==> config.mk <==
export PLATFORM = sky130hd
export DESIGN_NAME = tdt_entry
export DESIGN_NICKNAME = d
export VERILOG_FILES = /design/src/rtl/core/tdt_pkg.sv /design/src/rtl/core/tdt_entry.sv
export SDC_FILE = /design/constraint.sdc
export NUM_CORES = 1
export LEC_CHECK = 0
export ABC_AREA = 1
export BUFFER_PORTS_ARGS = -buffer_cell sky130_fd_sc_hd__buf_2
export CAP_MARGIN = 10
export CORE_UTILIZATION = 52
export CTS_CLUSTER_DIAMETER = 40
export DETAILED_ROUTE_END_ITERATION = 10
export PLACE_DENSITY_LB_ADDON = 0.15
export SETUP_SLACK_MARGIN = 0.1
export SLEW_MARGIN = 0
export SYNTH_ARGS = -nofsm -noshare
export SYNTH_HDL_FRONTEND = slang
export SYNTH_SLANG_ARGS = --single-unit
==> constraint.sdc <==
create_clock -name clock -period 6.8 [get_ports clock]
set_input_delay 1.36 -clock clock [delete_from_list [all_inputs] [get_ports clock]]
set_output_delay 1.36 -clock clock [all_outputs]
set_load 0.1 [all_outputs]
==> src/rtl/core/tdt_pkg.sv <==
package tdt_pkg;

   localparam int TABLE_ENTRIES = 64;
   localparam int TASK_SLOTS    = 64;
   localparam int TASK_ID_WIDTH = 6;
   localparam int ADDR_WIDTH    = 64;
   localparam int PATTERN_WIDTH = 64;

   // bits of the mask that map to real task slots
   localparam logic [PATTERN_WIDTH-1:0] SLOT_MASK =
      ~({PATTERN_WIDTH{1'b1}} << TASK_SLOTS);

   typedef enum logic {
      OP_CHECK_UPDATE = 1'b0,
      OP_RELEASE      = 1'b1
   } tdt_op_type;

   typedef struct packed {
      tdt_op_type                op;
      logic [TASK_ID_WIDTH-1:0]  task_id;
      logic [ADDR_WIDTH-1:0]     dep_address;
      logic                      last_of_list;
   } tdt_req_type;

   typedef struct packed {
      logic [PATTERN_WIDTH-1:0]  dep_pattern;
      logic                      pattern_done;
      logic                      table_full;
   } tdt_rsp_type;

   // lookup broadcast from the input register to every entry
   typedef struct packed {
      logic                      check;
      logic                      release_dep;
      logic [TASK_ID_WIDTH-1:0]  task_id;
      logic [ADDR_WIDTH-1:0]     dep_address;
   } tdt_lookup_type;

endpackage

==> src/rtl/core/tdt_entry.sv <==
module tdt_entry (
   input  logic                                clock,
   input  logic                                reset,
   input  tdt_pkg::tdt_lookup_type             lookup,
   input  logic                                alloc_grant,
   output logic                                match,
   output logic                                free,
   output logic [tdt_pkg::PATTERN_WIDTH-1:0]   task_bit
);
   import tdt_pkg::*;

   logic                      valid_ff;
   logic                      valid_in;
   logic [ADDR_WIDTH-1:0]     address_ff;
   logic [ADDR_WIDTH-1:0]     address_in;
   logic [TASK_ID_WIDTH-1:0]  task_ff;
   logic [TASK_ID_WIDTH-1:0]  task_in;

   always_comb begin
      match    = valid_ff && (address_ff == lookup.dep_address);
      free     = !valid_ff;
      task_bit = match ? ((PATTERN_WIDTH'(1) << task_ff) & SLOT_MASK) : '0;
   end

   always_comb begin
      valid_in   = valid_ff;
      address_in = address_ff;
      task_in    = task_ff;
      if (lookup.check && match) begin
         // hand the entry over to the new task
         task_in = lookup.task_id;
      end else if (alloc_grant) begin
         valid_in   = 1'b1;
         address_in = lookup.dep_address;
         task_in    = lookup.task_id;
      end
      // drop only when the finishing task still owns the entry
      if (lookup.release_dep && match && (task_ff == lookup.task_id)) begin
         valid_in = 1'b0;
      end
   end

   always_ff @(posedge clock) begin
      if (reset) begin
         valid_ff <= 1'b0;
      end else begin
         valid_ff <= valid_in;
      end
   end

   always_ff @(posedge clock) begin
      address_ff <= address_in;
      task_ff    <= task_in;
   end

endmodule

# Word level (Yosys, flattened, before mapping)

Index checks and enable logic that the tools add are counted.

Muxes and demuxes: 3
Shift operators: 1
Reduce and logical (&&, ||, !) cells: 8
Bitwise gates (word level): 1
Equal/unequal tests: 2

Operators by type and width:

| cell                 | number |
|---|---|
| $eq 64x64->1         | 1 |
| $mux 64              | 1 |
| $shl 1x6->64 const A | 1 |
| $mux 6               | 2 |
| $eq 6x6->1           | 1 |
| $logic_and 1x1->1    | 4 |
| $reduce_and 2->1     | 1 |
| $reduce_bool 2->1    | 1 |
| $reduce_or 2->1      | 1 |
| $logic_not 1->1      | 1 |
| $not 1->1            | 1 |

Logic and storage cells: 18
Output and inout bits: 66
Register bits: 71

# Longest topological paths before layout

Gate-level depths: netlist of the first run.

Depth after elaboration: 5
Mapped depth: 11

# Worst setup path before layout of the first run

Ideal clock, no wire load.

Path kind: input-to-reg
Start point: input lookup[38] in the netlist's numbering
End point: register address_ff[0], enable pin
Arrival: 4694 ps
Slack: 1618 ps
Buffers on the path: 0
Stages: 9
Path through: inv_1 or2_2 nand3_1 nor2_1 nand2_1 nor2_1 nand3_1 nor2_1 nor2_1

Cells in the longest elaborated chain, start to end: 5

Ends and longest elaborated chain:

| item                       | line            | source |
|---|---|---|
| from (decl)                | tdt_entry.sv:4  | `input tdt_pkg::tdt_lookup_type lookup,` |
| $eq 64x64->1               | tdt_entry.sv:20 | `match = valid_ff && (address_ff == lookup.dep_address);` |
| $logic_and 1x1->1          | tdt_entry.sv:20 |  |
| $logic_and 1x1->1          | tdt_entry.sv:29 | `if (lookup.check && match) begin` |
| $not 1->1 (no line)        | n/a             |  |
| $reduce_and 2->1 (no line) | n/a             |  |
| to (signal assigned)       | tdt_entry.sv:52 | `address_ff <= address_in;` |
| to (decl)                  | tdt_entry.sv:14 | `logic [ADDR_WIDTH-1:0] address_ff;` |

No other way between the ends.
A chain may end at the register's enable or synchronous reset.

# Worst setup path after layout of the first run

Start point: input lookup[30] in the netlist's numbering
End point: output task_bit[62] in the netlist's numbering

Cells in the longest elaborated chain, start to end: 3

Ends and longest elaborated chain:

| item              | line            | source |
|---|---|---|
| $eq 64x64->1      | tdt_entry.sv:20 |  |
| $logic_and 1x1->1 | tdt_entry.sv:20 |  |
| $mux 64           | tdt_entry.sv:22 | `task_bit = match ? ((PATTERN_WIDTH'(1) << task_ff) & SLOT_MASK) : '0;` |
| to (decl)         | tdt_entry.sv:8  | `output logic [tdt_pkg::PATTERN_WIDTH-1:0] task_bit` |

No other way between the ends.

==> results of run 1 <==
[metal layers]
layer / share of wire (%) / global-route usage (%) / vias up / wire length [microns]
li1: - / - / 2266 / -
met1: 44 / 32.3 / 2047 / 5210
met2: 48 / 46.2 / 158 / 5810
met3: 5.7 / 4.50 / 22 / 684
met4: 2.2 / 12.1 / 0 / 268
met5: 0 / 0 / - / 0
[area by class of cell]
class	count	area (sq um)
tap	105	131
clock buffer	9	124
clock inverter	6	62.6
inverter	114	428
fill	776	2820
timing repair buffer	142	736
sequential	71	2120
multi-input combinational	438	1960
[per-stage QoR]
| step | utilization (%) | cells | hold slack, ns |
|---|---|---|---|
| finish | 66.4 | 885 | 0.567 |
| global route | 66.4 | 885 | 0.587 |
| CTS | 66.1 | 884 | 0.565 |
| detailed placement | 63.8 | 869 | 0.555 |
| global placement | 63.8 | 869 | 0.553 |
| floorplan | - | 637 | 0.502 |
[cell usage after synthesis]
library cell,number,area share [%]
a21oi_1,2,0.22
clkinv_1,2,0.16
o21bai_1,1,0.16
nand3_1,19,2.1
or2_2,4,0.54
xor2_1,4,0.76
nand4_4,2,0.92
nor2_2,5,0.68
inv_2,5,0.41
edfxtp_1,70,46
nor3_2,1,0.22
nand2_2,3,0.41
clkbuf_1,7,0.57
nand4_1,33,4.5
inv_1,107,8.7
a221oi_1,2,0.38
xnor2_1,8,1.5
nor3_1,3,0.33
nand2_1,193,16
buf_6,6,1.5
o21ai_1,2,0.22
o22ai_1,1,0.14
dfxtp_1,1,0.44
o21ai_0,8,0.87
nor3b_2,2,0.54
and3_2,1,0.16
buf_2,1,0.11
nor2_4,2,0.49
nor2_1,142,12
[logic make-up after synthesis]
| family | after synthesis | share of synthesized area, % |
|---|---|---|
| flip-flops | 71 | 46.1 |
| AO/OA/AOI/OAI | 16 | 1.99 |
| XOR/XNOR | 12 | 2.28 |
| buffers and inverters | 128 | 11.4 |
| AND/OR/NAND/NOR | 410 | 38.2 |
[flip-flops by register name (all words and copies together) (netlist names)]
register    flops
address_ff     64
task_ff         6
valid_ff        1
[tightest hold or removal path: stages (launching register included)]
cell and delay, ns:
dfxtp_1 0.35, o21bai_1 0.14, nor2_1 0.04
[final timing paths]
check,from,slack [ns],depth (start not counted),to
hold reg to reg,valid_ff$_SDFFE_PP0P_,0.57,2,valid_ff$_SDFFE_PP0P_
setup reg to reg,address_ff[58]$_DFFE_PP_,4.18,12,address_ff[26]$_DFFE_PP_
hold / removal,valid_ff$_SDFFE_PP0P_,0.57,2,valid_ff$_SDFFE_PP0P_
setup / recovery,lookup[30],1.93,9,task_bit[62]
[power groups by stage]
stage                     sequential, mW  clock, mW  combinational [mW]
after floorplan                    0.545          0               0.118
after global placement             0.551          0               0.172
after detailed placement           0.554          0               0.177
after CTS                          0.544      0.336               0.179
after global routing               0.549      0.349               0.206
final                              0.544      0.334               0.182
==> impl_summary.txt, run 1 <==
----------------------------------------------------
[STA]
  Max Clock Skew ... 0.0141 ns
  Count of endpoints failing setup in the final report ... 0
  Final Hold Vio Count ... 0
  Fin. max-slew vios ... 0
  Unrepaired setup endpoints after global routing ... false
  PnR worst setup slack ... 1.93 ns
  Final total negative setup slack ... 0 ns
  Max-slew headroom ... 36.9%
  Final critical path time including I/O delays and setup ... 4.87 ns
  Tcrit/Tclk final ... 71.7%
  Measured slew at the worst slew-check pin ... 0.936 ns
  Peak clock frequency supported by timing ... 205 MHz

[Clock tree]
  CTS tree ... yes
  Depth of the CTS H-tree ... 3
  CTS root buffer ... clkbuf_8
  CTS clk-pin slew, worst paths ... 0.07 ns
  Setup bufs post-CTS ... 0
  Clk_lat worst skew ... 0.36 ns
  Clock buffers created by TritonCTS ... 9
  Largest buffer count on any clock path ... 2
  Cts repair resizes ... 0
  CTS hold repair buffers ... 0
  Number of sinks driven by the clock tree ... 71

[Finish]
  Highest-count cells in the layout ignoring fill and taps ... 193 x nand2_1, 141 x nor2_1, 140 x buf_2
  Commonest non-fill, non-tap cell in the layout ... nand2_1
  Antenna Diode Count ... 0
  Count of nets after finishing ... 851
  Final instance area ... 5560 sq um
  Area growth from synthesis to layout ... 20.9%
  Layout cells sized above 1 ... 23.3%

[GRT]
  Largest net degree at the start of global routing ... 45
  Total routing usage reported by global routing ... 26.6%
  Via count of the first global-routing pass ... 4,104
  Wire length of the first global-routing pass ... 18.3 mm
  Initial antenna violation count ... 0
  Leftover overflow at the end of global routing ... 0

[Worst setup path]
  Launching element type of the critical path ... primary input
  Kind of cell with the highest combined delay on the critical path ... simple AND/OR/NAND/NOR gates
  Longest individual stage delay on the worst path ... 0.46 ns
  Crit path DAT ... 3.51 ns
  Required time of the critical path ... 5.44 ns
  CP max stage cell ... buf_2
  Buffers plus inverters on the worst setup path ... 2
  Critical path, cell by cell ... buf_2 -> xnor2_1 -> nand3_1 -> nor2_1 -> nand2_1 -> nor2_2 -> nand4_4 -> nor2_1 -> buf_2
  Category of the critical setup timing path ... in2out
  Largest fanout on the critical path ... 32
  Crit path capture type ... output port

[Floorplanning]
  Die Area ... 9230 sq um
  Die boundary width ... 96.1 microns
  Die boundary height ... 96.1 microns
  Placeable core region ... 8380 sq um
  Site Rows ... 33
  Starting Density ... 54.9%
  Number of placed I/O pins ... 141

[Power]
  Total power per unit cell area ... 190 nW/um^2
  Internal Pwr Total ... 750 uW
  Total Power Consumption ... 1.06 mW
  Power share of the sequential group ... 51.4%
  Relative contribution of combinational cells to total power ... 17.1%
  Cell leakage power ... 2.92 nW
  Max VDD drop ... 0.135 mV
  Clock network power share ... 31.5%
  Reported net switching power ... 310 uW
  Net switching fraction of the power ... 29.2%

[Placed design]
  DP Worst Slack ... 1.94 ns
  Area post-placement ... 5350 sq um
  Port buffer count ... 140
  Placer congestion estimate ... 0.862
  DP Wirelength ... 9.41 mm

[Logic synthesis]
  Number of standard cells after synthesis ... 637
  Syn Std Cell Area ... 4600 sq um
  Average instance area after synthesis ... 7.22 sq um
  Synth unique cells ... 29
  Count of warnings emitted by yosys ... 0
  Sequential cell area fraction in the yosys report ... 46.1%
  Number of storage elements in the synthesis netlist ... 71
  Total nets after synthesis ... 712

[Worst hold path]
  Hold Crit Class ... reg2reg

[Route]
  Antenna Violating Nets Remaining ... 0
  Remaining design rule violation count ... 0
  Vias per cell ... 5.08
  Total wirelength of the detailed-routed design ... 12.0 mm
  Detail-routed net length per standard cell ... 13.5 microns
  Drt first pass iters ... 4
  Initial DRC count ... 245
  Total vias in the final route ... 4,493

[Flow run]
  Number of max-capacitance violations reported ... 0

[Outcome]
  Run status ... finished clean

----------------------------------------------------
Note: power is estimated with default switching activity, not from simulation.
==> inputs of run 2 (changes only) <==
- clock period: 6.8 -> 4.83 ns (I/O delays scaled with it)
==> run 2 against run 1 <==
Against the previous run:
- first-iteration DRC count increased by 2.9%
- core utilization decreased by 0.49 points
- cell count unchanged
- combinational power increased by 37%
- sequential share of layout area increased by 0.29 points
- global-route usage decreased by 0.74 points
- flip-flop and latch count unchanged
- sequential power increased by 41%
- final area decreased by 0.74%
- critical path type unchanged
- highest routed layer unchanged
==> impl_summary.txt, run 2 (synthesis results as in run 1) <==
----------------------------------------------------
[STA]
  Tcrit/Tclk final ... 84.5%
  Max-slew headroom ... 43.9%
  Fin. max-slew vios ... 0
  Worst hold slack after final layout ... 0.566 ns
  Peak clock frequency supported by timing ... 245 MHz
  Unrepaired setup endpoints after global routing ... false
  Count of endpoints failing setup in the final report ... 0
  Max Clock Skew ... 0.0173 ns
  Final Hold Vio Count ... 0
  Final critical path time including I/O delays and setup ... 4.08 ns
  Final total negative setup slack ... 0 ns
  Measured slew at the worst slew-check pin ... 0.833 ns

[Clock tree]
  Number of sinks driven by the clock tree ... 71
  CTS root buffer ... clkbuf_8
  CTS tree ... yes
  Clk_lat worst skew ... 0.36 ns
  Clock buffers created by TritonCTS ... 9
  Cts repair resizes ... 0
  CTS clk-pin slew, worst paths ... 0.07 ns
  CTS hold repair buffers ... 0
  Setup bufs post-CTS ... 0
  Depth of the CTS H-tree ... 3
  Largest buffer count on any clock path ... 2

[Finish]
  Final instance area ... 5520 sq um
  Total area of multi-input combinational cells ... 1960 sq um
  Register cell area after layout ... 2120 sq um
  Commonest non-fill, non-tap cell in the layout ... nand2_1
  Highest-count cells in the layout ignoring fill and taps ... 193 x nand2_1, 141 x nor2_1, 140 x buf_2
  Register ranked first by flip-flop count ... address_ff
  Flip-flop count of the largest register, all copies and words added ... 64
  Layout cells sized above 1 ... 23.3%
  Count of nets after finishing ... 850
  Filler cells ... 763
  Largest registers ... address_ff (64), task_ff (6), valid_ff (1)
  Area growth from synthesis to layout ... 20.0%
  Antenna Diode Count ... 0

[Worst setup path]
  Category of the critical setup timing path ... in2out
  Crit path capture type ... output port
  Largest fanout on the critical path ... 32
  Crit path DAT ... 3.12 ns
  Launching element type of the critical path ... primary input
  Required time of the critical path ... 3.86 ns
  Slack of the worst reg-to-reg path ... 2.41 ns

[Floorplanning]
  Starting Density ... 54.9%
  Die boundary width ... 96.1 microns
  Number of placed I/O pins ... 141
  Die Area ... 9230 sq um
  Die boundary height ... 96.1 microns
  Placeable core region ... 8380 sq um
  Site Rows ... 33

[Power]
  Max VDD drop ... 0.228 mV
  Total power per unit cell area ... 262 nW/um^2
  Cell leakage power ... 2.90 nW

[Route]
  Vias per cell ... 4.97
  Drt first pass iters ... 4
  Remaining design rule violation count ... 0
  Initial DRC count ... 252
  Detail-routed net length per standard cell ... 13.1 microns
  Total vias in the final route ... 4,397
  Antenna Violating Nets Remaining ... 0
  Total wirelength of the detailed-routed design ... 11.6 mm

[GRT]
  Total routing usage reported by global routing ... 25.9%
  Leftover overflow at the end of global routing ... 0
  Largest net degree at the start of global routing ... 65
  Via count of the first global-routing pass ... 3,969
  Initial antenna violation count ... 0
  Wire length of the first global-routing pass ... 17.9 mm

[Placed design]
  Placer congestion estimate ... 0.884
  Port buffer count ... 140
  DP Wirelength ... 8.99 mm
  Area post-placement ... 5350 sq um

[Outcome]
  Run status ... finished clean

[Flow run]
  Number of max-capacitance violations reported ... 0

[Worst hold path]
  Hold Crit Class ... reg2reg

----------------------------------------------------
run 2: changes by cell type in the layout (fill, tap and decap cells not counted):
| cell | before | now |
|---|---|---|
| buf_16 | 1 | 0 |
| bufinv_16 | 1 | 0 |
| clkbuf_1 | 0 | 1 |
| clkinv_1 | 3 | 2 |
| clkinvlp_4 | 2 | 3 |
| inv_6 | 0 | 1 |
run 2: final timing paths:
check / from / to / cells past startpoint
max: lookup[30] / task_bit[16] / 9
min: valid_ff$_SDFFE_PP0P_ / valid_ff$_SDFFE_PP0P_ / 2
max reg2reg: address_ff[58]$_DFFE_PP_ / address_ff[61]$_DFFE_PP_ / 12
min reg2reg: valid_ff$_SDFFE_PP0P_ / valid_ff$_SDFFE_PP0P_ / 2
run 2: cell type report:
class / count / share of cell area, %
inverters: 114 / 7.75
clock inverters: 6 / 0.816
well taps: 105 / 2.38
multi-input cells: 438 / 35.5
clock buffers: 10 / 2.31
flip-flops and latches: 71 / 38.4
repair buffers: 141 / 12.8
run 2: per-stage QoR:
| step | instances | power (mW) | util, % | setup slack [ns] |
|---|---|---|---|---|
| after floorplan | 637 | 0.932 | - | 0.711 |
| after global placement | 869 | 1.02 | 63.8 | 0.796 |
| after detailed placement | 869 | 1.03 | 63.8 | 0.708 |
| after CTS | 885 | 1.45 | 65.9 | 0.709 |
| after global routing | 885 | 1.52 | 65.9 | 0.552 |
| final | 885 | 1.45 | 65.9 | 0.747 |
run 2: where the power goes:
| part | switching, mW | total [mW] | internal (mW) |
|---|---|---|---|
| clock | 0.242 | 0.430 | 0.188 |
| sequential | 0.0342 | 0.767 | 0.732 |
| combinational | 0.162 | 0.250 | 0.0881 |
| total | 0.439 | 1.45 | 1.01 |
run 2: critical path, cell delays in order:
cell and delay, ns:
buf_2 0.11, xnor2_1 0.33, nand3_1 0.11, nor2_1 0.17, nand2_1 0.10, nor2_2 0.23
nand4_4 0.40, nor2_1 0.23, buf_2 0.45
run 2: metal layers:
metal,GRT usage (%),wire [microns],vias to the layer above
met3,4.98,753,15
met4,7.71,178,0
met1,32.6,5020,1971
met5,0,0,-
met2,45.0,5600,151
li1,-,-,2260
==> inputs of run 3 (changes only) <==
- CORE_UTILIZATION: 52 -> 47
- clock period: 4.83 -> 3.6 ns (I/O delays scaled with it)
==> run 3 against run 2 <==
Against the previous run:
- first-iteration DRC count increased by 0.40%
- highest routed layer is now met5
- clock power increased by 68%
- clock skew decreased by 0.0024 ns
- total power increased by 45%
- sequential share of layout area decreased by 6.2 points
- flip-flop and latch count unchanged
- setup slack got worse by 0.44 ns
==> impl_summary.txt, run 3 (synthesis results as in run 1) <==
----------------------------------------------------
[Worst setup path]
  Required time of the critical path ... 2.88 ns
  Crit path DAT ... 2.58 ns
  Largest fanout on the critical path ... 15
  Launching element type of the critical path ... flip-flop
  Crit path capture type ... output port
  Category of the critical setup timing path ... reg2out

[Route]
  Total wirelength of the detailed-routed design ... 13.4 mm
  Remaining design rule violation count ... 0
  Initial DRC count ... 253
  Vias per cell ... 5.00
  Antenna Violating Nets Remaining ... 0
  Total vias in the final route ... 4,557
  Drt first pass iters ... 5
  Detail-routed net length per standard cell ... 14.7 microns

[Floorplanning]
  Die Area ... 10,200 sq um
  Site Rows ... 35
  Starting Density ... 49.1%
  Die boundary height ... 101 microns
  Placeable core region ... 9370 sq um
  Die boundary width ... 101 microns
  Number of placed I/O pins ... 141

[Finish]
  Highest-count cells in the layout ignoring fill and taps ... 193 x nand2_1, 137 x nor2_1, 107 x inv_1
  Count of nets after finishing ... 853
  Flip-flop count of the largest register, all copies and words added ... 64
  Largest registers ... address_ff (64), task_ff (6), valid_ff (1)
  Antenna Diode Count ... 0
  Register ranked first by flip-flop count ... address_ff
  Area growth from synthesis to layout ... 43.3%
  Layout cells sized above 1 ... 24.1%
  Filler cells ... 733
  Commonest non-fill, non-tap cell in the layout ... nand2_1

[STA]
  Measured slew at the worst slew-check pin ... 0.823 ns
  Max Clock Skew ... 0.0149 ns
  Count of endpoints failing setup in the final report ... 0
  Final total negative setup slack ... 0 ns
  Unrepaired setup endpoints after global routing ... false
  Fin. max-slew vios ... 0
  Peak clock frequency supported by timing ... 303 MHz
  Final critical path time including I/O delays and setup ... 3.30 ns
  Final Hold Vio Count ... 0
  PnR worst setup slack ... 0.305 ns
  Tcrit/Tclk final ... 91.5%
  Max-slew headroom ... 44.5%

[Clock tree]
  CTS clk-pin slew, worst paths ... 0.08 ns
  CTS hold repair buffers ... 0
  CTS tree ... yes
  CTS root buffer ... clkbuf_8
  Depth of the CTS H-tree ... 3
  Clk_lat worst skew ... 0.36 ns
  Largest buffer count on any clock path ... 2
  Number of sinks driven by the clock tree ... 71
  Setup bufs post-CTS ... 0
  Clock buffers created by TritonCTS ... 9
  Cts repair resizes ... 0

[Placed design]
  DP Wirelength ... 10.9 mm
  Port buffer count ... 140
  DP Worst Slack ... 0.375 ns
  Placer congestion estimate ... 0.882

[Worst hold path]
  Hold Crit Class ... in2reg

[GRT]
  Leftover overflow at the end of global routing ... 0
  Wire length of the first global-routing pass ... 21.2 mm
  Largest net degree at the start of global routing ... 39
  Via count of the first global-routing pass ... 4,385
  Initial antenna violation count ... 1
  Total routing usage reported by global routing ... 27.5%

[Power]
  Max VDD drop ... 0.259 mV
  Cell leakage power ... 3.10 nW
  Total power per unit cell area ... 318 nW/um^2

[Outcome]
  Run status ... finished clean

[Flow run]
  Number of max-capacitance violations reported ... 0

----------------------------------------------------
==> run 3: worst max-delay path, stage by stage (launching register included) <==
cell and delay (ns):
edfxtp_1 0.67, inv_1 0.36, nor3_1 0.50, nand3_1 0.24, nor2_1 0.24, buf_12 0.20
==> run 3: through the flow <==
step / hold slack (ns) / area (sq um) / util, % / std cells / power [mW]
global placement: 0.564 / 6370 / 68.0 / 896 / 1.37
global route: 0.544 / 6600 / 70.4 / 912 / 2.18
detailed placement: 0.586 / 6370 / 68.0 / 896 / 1.39
floorplan: 0.502 / 4610 / - / 637 / 1.25
CTS: 0.542 / 6600 / 70.4 / 912 / 2.10
finish: 0.555 / 6600 / 70.4 / 912 / 2.10
==> run 3: final timing paths <==
kind,start,endpoint,slack (ns),cells past startpoint
setup / recovery,task_ff[2]$_DFFE_PP_,task_bit[63],0.30,5
hold reg to reg,valid_ff$_SDFFE_PP0P_,valid_ff$_SDFFE_PP0P_,0.61,2
hold / removal,lookup[38],address_ff[38]$_DFFE_PP_,0.55,1
setup reg to reg,address_ff[40]$_DFFE_PP_,task_ff[2]$_DFFE_PP_,1.25,7
==> run 3: report_power, final <==
group | switching [mW] | internal, mW | leakage, nW
clock network | 0.327 | 0.395 | 0.107
registers | 0.0479 | 0.982 | 0.693
logic | 0.224 | 0.119 | 2.30
total | 0.599 | 1.50 | 3.10
==> run 3: cell type report <==
type | instances | area [sq um] | area share [%]
flip-flops and latches | 71 | 2120 | 32.2
multi-input cells | 438 | 1970 | 29.9
repair buffers | 144 | 1690 | 25.6
inverters | 114 | 428 | 6.49
well taps | 129 | 161 | 2.45
clock buffers | 10 | 128 | 1.94
clock inverters | 6 | 93.8 | 1.42
==> run 3: layer usage <==
layer	vias up	global-route usage [%]	share of wire [%]
met5	-	0	0.13
met4	2	11.0	3.2
met3	33	6.87	7.9
met2	185	47.0	48
met1	2065	33.3	40
li1	2272	-	-
